$ cat src/nwh_pkg.sv
`timescale 1ns / 1ps

package nwh_pkg;

	localparam logic OP_LOAD  = 1'b0;
	localparam logic OP_QUERY = 1'b1;

	localparam logic [1:0] KIND_ACK   = 2'd0;
	localparam logic [1:0] KIND_POINT = 2'd1;
	localparam logic [1:0] KIND_EMPTY = 2'd2;

	localparam logic REG_POINT_COUNT  = 1'b0;
	localparam logic REG_POINTS_AHEAD = 1'b1;

	localparam int COORD_W = 32;
	localparam int YAW_W   = 16;
	localparam int XW      = 40;   // cordic x/y datapath
	localparam int ZW      = 24;   // cordic angle accumulator, q.16 rad
	localparam int CORDIC_STEPS = 17;

	localparam logic [4:0] LAST_ITER = 5'(CORDIC_STEPS - 1);
	localparam logic [6:0] AHEAD_RESET = 7'd61;

	localparam logic signed [YAW_W-1:0] YAW_PI      = 16'sd25736;
	localparam logic signed [YAW_W-1:0] YAW_HALF_PI = 16'sd12868;
	localparam logic signed [ZW-1:0]    Z_PI        = 24'sd205887;
	localparam logic signed [XW-1:0]    NORM_HI     = 40'sd4294967296;

	typedef enum logic [3:0] {
		ST_IDLE,
		ST_ACK,
		ST_EMPTY,
		ST_SCAN,
		ST_RD_CUR,
		ST_CAP_CUR,
		ST_RD_NXT,
		ST_HEAD_INIT,
		ST_NORM,
		ST_ROT,
		ST_EMIT
	} state_t;

	typedef enum logic [1:0] {
		RD_SCAN,
		RD_CUR,
		RD_NXT
	} rd_sel_t;

	typedef struct packed {
		logic       wr_point;
		logic       pose_load;
		logic       scan_clear;
		logic       hz_init;
		logic       rd_en;
		rd_sel_t    rd_sel;
		logic       cap_cur;
		logic       head_init;
		logic       norm_step;
		logic       rot_step;
		logic       out_load;
		logic [1:0] out_kind;
		logic       out_last;
		logic       advance;
	} cmd_t;

	typedef struct packed {
		logic empty;
		logic scan_done;
		logic special;
		logic norm_done;
		logic rot_done;
		logic last_step;
	} sts_t;

	// atan(2^-i) in q.16 rad
	function automatic logic signed [ZW-1:0] atan_lut(input logic [4:0] i);
		logic signed [ZW-1:0] r;
		case (i)
			5'd0:    r = 24'sd51472;
			5'd1:    r = 24'sd30386;
			5'd2:    r = 24'sd16055;
			5'd3:    r = 24'sd8150;
			5'd4:    r = 24'sd4091;
			5'd5:    r = 24'sd2047;
			5'd6:    r = 24'sd1024;
			5'd7:    r = 24'sd512;
			5'd8:    r = 24'sd256;
			5'd9:    r = 24'sd128;
			5'd10:   r = 24'sd64;
			5'd11:   r = 24'sd32;
			5'd12:   r = 24'sd16;
			5'd13:   r = 24'sd8;
			5'd14:   r = 24'sd4;
			5'd15:   r = 24'sd2;
			5'd16:   r = 24'sd1;
			default: r = '0;
		endcase
		return r;
	endfunction

endpackage

$ cat src/nwh_ctrl.sv
`timescale 1ns / 1ps

module nwh_ctrl (
	input  logic           clk,
	input  logic           arst_n,
	input  logic           in_valid,
	output logic           in_stall,
	input  logic           opcode,
	output logic           out_valid,
	input  logic           out_stall,
	input  nwh_pkg::sts_t  sts,
	output nwh_pkg::cmd_t  cmd
);

	nwh_pkg::state_t state_q, state_d;
	logic out_valid_q;
	logic accept;
	logic out_free;

	assign in_stall  = (state_q != nwh_pkg::ST_IDLE);
	assign accept    = in_valid && !in_stall;
	assign out_free  = !out_valid_q || !out_stall;
	assign out_valid = out_valid_q;

	always_ff @(posedge clk or negedge arst_n) begin
		if (!arst_n) begin
			state_q <= nwh_pkg::ST_IDLE;
		end else begin
			state_q <= state_d;
		end
	end

	always_ff @(posedge clk or negedge arst_n) begin
		if (!arst_n) begin
			out_valid_q <= 1'b0;
		end else if (cmd.out_load) begin
			out_valid_q <= 1'b1;
		end else if (!out_stall) begin
			out_valid_q <= 1'b0;
		end
	end

	always_comb begin
		state_d = state_q;
		case (state_q)
			nwh_pkg::ST_IDLE: begin
				if (accept) begin
					if (opcode == nwh_pkg::OP_LOAD) begin
						state_d = nwh_pkg::ST_ACK;
					end else if (sts.empty) begin
						state_d = nwh_pkg::ST_EMPTY;
					end else begin
						state_d = nwh_pkg::ST_SCAN;
					end
				end
			end
			nwh_pkg::ST_ACK, nwh_pkg::ST_EMPTY: begin
				if (out_free) state_d = nwh_pkg::ST_IDLE;
			end
			nwh_pkg::ST_SCAN: begin
				if (sts.scan_done) state_d = nwh_pkg::ST_RD_CUR;
			end
			nwh_pkg::ST_RD_CUR:  state_d = nwh_pkg::ST_CAP_CUR;
			nwh_pkg::ST_CAP_CUR: state_d = nwh_pkg::ST_HEAD_INIT;
			nwh_pkg::ST_RD_NXT:  state_d = nwh_pkg::ST_HEAD_INIT;
			nwh_pkg::ST_HEAD_INIT: begin
				state_d = sts.special ? nwh_pkg::ST_EMIT : nwh_pkg::ST_NORM;
			end
			nwh_pkg::ST_NORM: begin
				if (sts.norm_done) state_d = nwh_pkg::ST_ROT;
			end
			nwh_pkg::ST_ROT: begin
				if (sts.rot_done) state_d = nwh_pkg::ST_EMIT;
			end
			nwh_pkg::ST_EMIT: begin
				if (out_free) begin
					state_d = sts.last_step ? nwh_pkg::ST_IDLE : nwh_pkg::ST_RD_NXT;
				end
			end
			default: state_d = nwh_pkg::ST_IDLE;
		endcase
	end

	always_comb begin
		cmd = '0;
		cmd.rd_sel = nwh_pkg::RD_SCAN;
		case (state_q)
			nwh_pkg::ST_IDLE: begin
				if (accept) begin
					if (opcode == nwh_pkg::OP_LOAD) begin
						cmd.wr_point = 1'b1;
					end else begin
						cmd.pose_load  = 1'b1;
						cmd.scan_clear = 1'b1;
					end
				end
			end
			nwh_pkg::ST_ACK: begin
				cmd.out_load = out_free;
				cmd.out_kind = nwh_pkg::KIND_ACK;
				cmd.out_last = 1'b1;
			end
			nwh_pkg::ST_EMPTY: begin
				cmd.out_load = out_free;
				cmd.out_kind = nwh_pkg::KIND_EMPTY;
				cmd.out_last = 1'b1;
			end
			nwh_pkg::ST_SCAN: begin
				cmd.rd_en   = 1'b1;
				cmd.rd_sel  = nwh_pkg::RD_SCAN;
				cmd.hz_init = sts.scan_done;
			end
			nwh_pkg::ST_RD_CUR: begin
				cmd.rd_en  = 1'b1;
				cmd.rd_sel = nwh_pkg::RD_CUR;
			end
			nwh_pkg::ST_CAP_CUR: begin
				cmd.cap_cur = 1'b1;
				cmd.rd_en   = 1'b1;
				cmd.rd_sel  = nwh_pkg::RD_NXT;
			end
			nwh_pkg::ST_RD_NXT: begin
				cmd.rd_en  = 1'b1;
				cmd.rd_sel = nwh_pkg::RD_NXT;
			end
			nwh_pkg::ST_HEAD_INIT: begin
				cmd.head_init = 1'b1;
			end
			nwh_pkg::ST_NORM: begin
				cmd.norm_step = !sts.norm_done;
			end
			nwh_pkg::ST_ROT: begin
				cmd.rot_step = 1'b1;
			end
			nwh_pkg::ST_EMIT: begin
				cmd.out_load = out_free;
				cmd.out_kind = nwh_pkg::KIND_POINT;
				cmd.out_last = sts.last_step;
				cmd.advance  = out_free;
			end
			default: begin
				cmd = '0;
			end
		endcase
	end

	// never overwrite a result the receiver has not taken
	assert property (@(posedge clk) disable iff (!arst_n)
		cmd.out_load |-> (!out_valid_q || !out_stall))
		else $error("output register overwritten");

	assert property (@(posedge clk) disable iff (!arst_n)
		(cmd.out_load && cmd.out_last) |=> (state_q == nwh_pkg::ST_IDLE))
		else $error("final transaction did not return to idle");

	assert property (@(posedge clk) disable iff (!arst_n)
		(state_q == nwh_pkg::ST_ROT && sts.rot_done) |=> (state_q == nwh_pkg::ST_EMIT))
		else $error("cordic finished without emit");

	assert property (@(posedge clk) disable iff (!arst_n)
		(state_q == nwh_pkg::ST_SCAN && !sts.scan_done) |=> (state_q == nwh_pkg::ST_SCAN))
		else $error("left scan early");

endmodule

$ cat config.mk
export PLATFORM = sky130hd
export DESIGN_NAME = nwh_ctrl
export DESIGN_NICKNAME = d
export VERILOG_FILES = /design/src/nwh_pkg.sv /design/src/nwh_ctrl.sv
export SDC_FILE = /design/constraint.sdc
export NUM_CORES = 1
export LEC_CHECK = 0
export ABC_AREA = 1
export BUFFER_PORTS_ARGS = -buffer_cell sky130_fd_sc_hd__buf_2
export CAP_MARGIN = 20
export CORE_ASPECT_RATIO = 1.2
export CORE_UTILIZATION = 32
export CTS_CLUSTER_SIZE = 14
export DETAILED_ROUTE_END_ITERATION = 8
export PLACE_DENSITY_LB_ADDON = 0.2
export SKIP_LAST_GASP = 1
export SYNTH_ARGS = -nofsm -noshare
export SYNTH_HDL_FRONTEND = slang
export SYNTH_SLANG_ARGS = --single-unit
$ cat constraint.sdc
create_clock -name clk -period 1.74 [get_ports clk]
set_input_delay 0.348 -clock clk [delete_from_list [all_inputs] [get_ports clk]]
set_output_delay 0.348 -clock clk [all_outputs]
set_load 0.02 [all_outputs]
* Word-level counts from Yosys, hierarchy flattened
Cells that the tools add are included.
Widths: inputs -> output; s select.
** Cells by class
- Equal/unequal tests :: 17
- Multiplexer cells :: 25
- Reduce and logical (&&, ||, !) cells :: 11
** Operators with widths (count)
- $pmux 4 s9 :: 1
- $mux 4 :: 6
- $eq 4x3->1 const B :: 4
- $eq 4x4->1 const B :: 3
- $ne 2x2->1 const B :: 6
- $pmux 4 s3 :: 1
- $mux 1 :: 10
- $mux 3 :: 3
- $pmux 3 s3 :: 1
- $eq 4x2->1 const B :: 2
- $mux 2 :: 3
- $reduce_and 6->1 :: 1
- $eq 4x1->1 const B :: 1
- $logic_not 1->1 :: 4
- $logic_not 4->1 :: 1
- $reduce_bool 4->1 :: 1
- $reduce_or 2->1 :: 2
- $ne 2x1->1 const B :: 1
- $logic_and 1x1->1 :: 1
- $logic_or 1x1->1 :: 1
** Storage, ports and cells
- Flip-flop bits (word level) :: 5
- Input port bits :: 11
- Output and inout port bits :: 18

* Logic depth before layout (Yosys ltp)
- Word-level depth :: 5
- Depth in mapped cells :: 10
- Mapped depth without buffers :: 9

* Worst setup path before layout
OpenSTA, ideal clock, no wires.
- Kind :: reg-to-output
- Start :: reg state_q[2]
- End :: out cmd[1] (netlist name)
- Data arrival time :: 1.448 ns
- Required time :: 1.392 ns
- Path slack :: -0.056 ns
- Cell stages (with the launch flop) :: 6
- Path buffers :: 0
- Path through :: dfrtp_1 > nor2_2 > inv_2 > nor3_1 > a21oi_1 > nand2_1
** RTL lines
- start: declaration :: line nwh_ctrl.sv:15 : nwh_pkg::state_t state_q, state_d;
- start signal: assignment :: line nwh_ctrl.sv:27 : state_q <= nwh_pkg::ST_IDLE;
- start signal: assignment :: line nwh_ctrl.sv:29 : state_q <= state_d;
- end: declaration :: line nwh_ctrl.sv:12 : output nwh_pkg::cmd_t cmd

==> summary.md <==
• result of the run: complete, no violations
• cell area power density: 1850 nW/µm²
• Die Ht: 46.1 µm
• cts bufs inserted: 3
• proportion of total power due to net switching: 54.1%
• number of nets in the synthesized netlist: 100
• non-filler cells in the finished layout: 140
• combined area of the multi-input logic cells: 358 µm²
• delay contributed by the slowest stage of the critical path: 470 ps
• static leakage: 0.506 nW
• share of layout cells above drive strength 1: 48.0%
• clock transition at the register clock pins on the worst setup and hold paths after CTS: 40 ps
• # port buffers: 28
• final clock skew: 1.66 ps
• wire length of the first global-routing pass: 1.75 mm
• instance area at placement: 678 µm²
• delay-heaviest family, CP: flip-flops
• number of enable-type register cells in the synthesized netlist: 0
• Clk network pwr share: 8.8%
• fill cell total of the finished layout: 156
• Post-Layout Inst Area: 787 µm²
• Combinational Power Share: 73.6%
• overall fraction of global-route tracks in use: 14.2%
• leading cell type in the layout, fill and taps excluded: nand2_1
• clock tree sinks: 5
• flops & latches, synth: 5
• Cells after Synth: 89
• maximum clock insertion buffer count: 2
• main area contributors after synthesis: dfrtp_1 (24%), nand2_1 (20%), inv_1 (11%)
• largest net degree at the start of global routing: 9
• CORE AREA: 1480 µm²
• final global-route overflow total: 0
• number of H-tree levels: 1
• sequential element share of the synthesized area: 24.1%
• internal power: 669 µW
• final cycle utilization of the critical path: 97.1%
• row count: 15
• async set or reset register ratio after synthesis: 100%
• max-cap viol count: 0
• type of element capturing the critical path: primary output
• buffers plus inverters on the worst setup path: 2
• most used cells in the layout excluding fill and tap cells: nand2_1 (25), buf_2 (23), inv_1 (12), nor2_1 (12), buf_4 (8)
• overall power after layout: 1.46 mW
• class of the tightest hold or removal check: input pin to flop
• horizontal die dimension: 38.8 µm
• commonest register cell after synthesis: dfrtp_1
• Peak VDD IR: 0.729 mV
• Syn Area/Cell: 5.83 µm²
• CTS root buf: clkbuf_4
• final antenna diode count: 0
• area taken by flip-flops and latches: 130 µm²
• fin. max-slew vios: 0
• area share of the leading cell type in the synthesized netlist: 24.1%
• clock latency of the later-clocked register in the worst-skew pair: 240 ps
• Synth Cell Area: 519 µm²
• count of warnings emitted by yosys: 0
• vias in the first global route: 475
• average via count per standard cell: 4.41
• detailed-route wire length per cell: 9.07 µm
• sum of net half-perimeters after detailed placement: 1.07 mm
• shortest clock period the worst path allows after layout: 1690 ps
• final setup fails: 0
• Setup CP Type: flop to primary output
• full die area: 1790 µm²
• final wirelength: 1.27 mm
• final net count: 135
• starting density of the core: 35.0%
• tightest hold margin: 338 ps
• synth unique cells: 16
• critical path startpoint category: flop
• number of antenna violations at the first check in global routing: 0
• critical-path maximum fanout: 8
• final design utilization: 53.1%
• fraction of power consumed by sequential logic: 17.6%
• worst slew margin relative to its limit: 85.7%
• weighted congestion at the end of routability-driven global placement: 0.784
• required time of the worst setup path: 1390 ps
• number of DRC violations after detailed routing: 0
• count of nets left with antenna violations after detail routing: 0
• worst slew pin tran: 214 ps
• routed via count: 617
• net switching component of the power: 789 µW
• critical path's slowest cell: dfrtp_2
• critical-path cell list: inv_2, nand2_2, nor2_4, and3_4, buf_4
• number of placed instances with taps included: 132
• Achievable Freq: 0.592 GHz
• most area-hungry cell type in the Yosys netlist: dfrtp_1
• number of top-level pins: 29
• WP data arrival: 1340 ps
• Pre-Repair DR Iteration Count: 4
• Layout area overhead: 51.6%
• Final Hold Fails: 0
• CTS tree: yes
• number of design-rule violations left by the first detailed-router iteration: 7
[power by group through the flow]
stage / clock (mW) / sequential, mW / combinational (mW)
after global routing: 0.140 / 0.263 / 1.18
after CTS: 0.137 / 0.245 / 0.954
after floorplan: 0 / 0.225 / 0.710
after global placement: 0 / 0.231 / 0.922
after detailed placement: 0 / 0.235 / 0.921
final: 0.129 / 0.257 / 1.07
[path summary, 6_finish.rpt]
check | startpoint | slack [ps] | cells past startpoint | to
hold reg to reg | out_valid | 490 | 2 | out_valid
setup / recovery | state_q[1] | 50 | 5 | cmd[14]
max in group asynchronous | arst_n | 1150 | 2 | state_q[2]
setup reg to reg | state_q[1] | 430 | 8 | state_q[1]
min in group asynchronous | arst_n | 450 | 2 | state_q[0]
hold / removal | out_stall | 340 | 3 | out_valid
[area by class of cell]
class | instances | share of cell area [%]
timing repair buffer | 32 | 23.5
tap | 17 | 2.70
clock buffer | 4 | 3.34
multi-input combinational | 65 | 45.5
sequential | 5 | 16.5
inverter | 17 | 8.43
[Yosys cell counts, types with 2 or more instances]
cell,number
nand2_4,2
nor2_2,3
nand3_1,8
dfrtp_1,5
nor3_1,3
nand2_1,27
inv_2,2
nor2_1,12
nor2_4,2
nand2_2,3
inv_1,15
nand3b_1,3
[state kept, by name, summed over array words and instances (netlist names)]
name	count
state_q	4
out_valid	1
[layer usage]
metal	routed length [µm]	global-route usage, %	up-vias
li1	-	-	336
met1	524	16.3	267
met2	703	26.0	14
met3	42	0	0
met4	0	8.28	0
met5	0	0	-
[per-stage QoR]
stage	worst slack, ps	TNS (ps)
final	51.1	0
after global routing	-7.83	-14.4
after CTS	9.69	0
after detailed placement	195	0
after global placement	216	0
after floorplan	118	0
[cells by family after synthesis]
family                 count (synthesis)  share of synthesized area [%]
and+or+nand+nor                       64                           60.2
buffers and inverters                 19                           14.7
DFF                                    5                           24.1
AOI/OAI and AO/OA                      1                          0.963
[worst min-delay path: stages]
cell	delay, ps
buf_2	70
nand2_1	50
nand2_1	60
[repair_timing]
item	in CTS	in global routing
setup endpoints to repair	5	5
pin swaps	2	5
setup buffers	1	2
gates cloned	0	0
gates resized for setup	5	15
hold buffers	1	0
hold endpoints to repair	5	0
(Power assumes the default switching activity.)
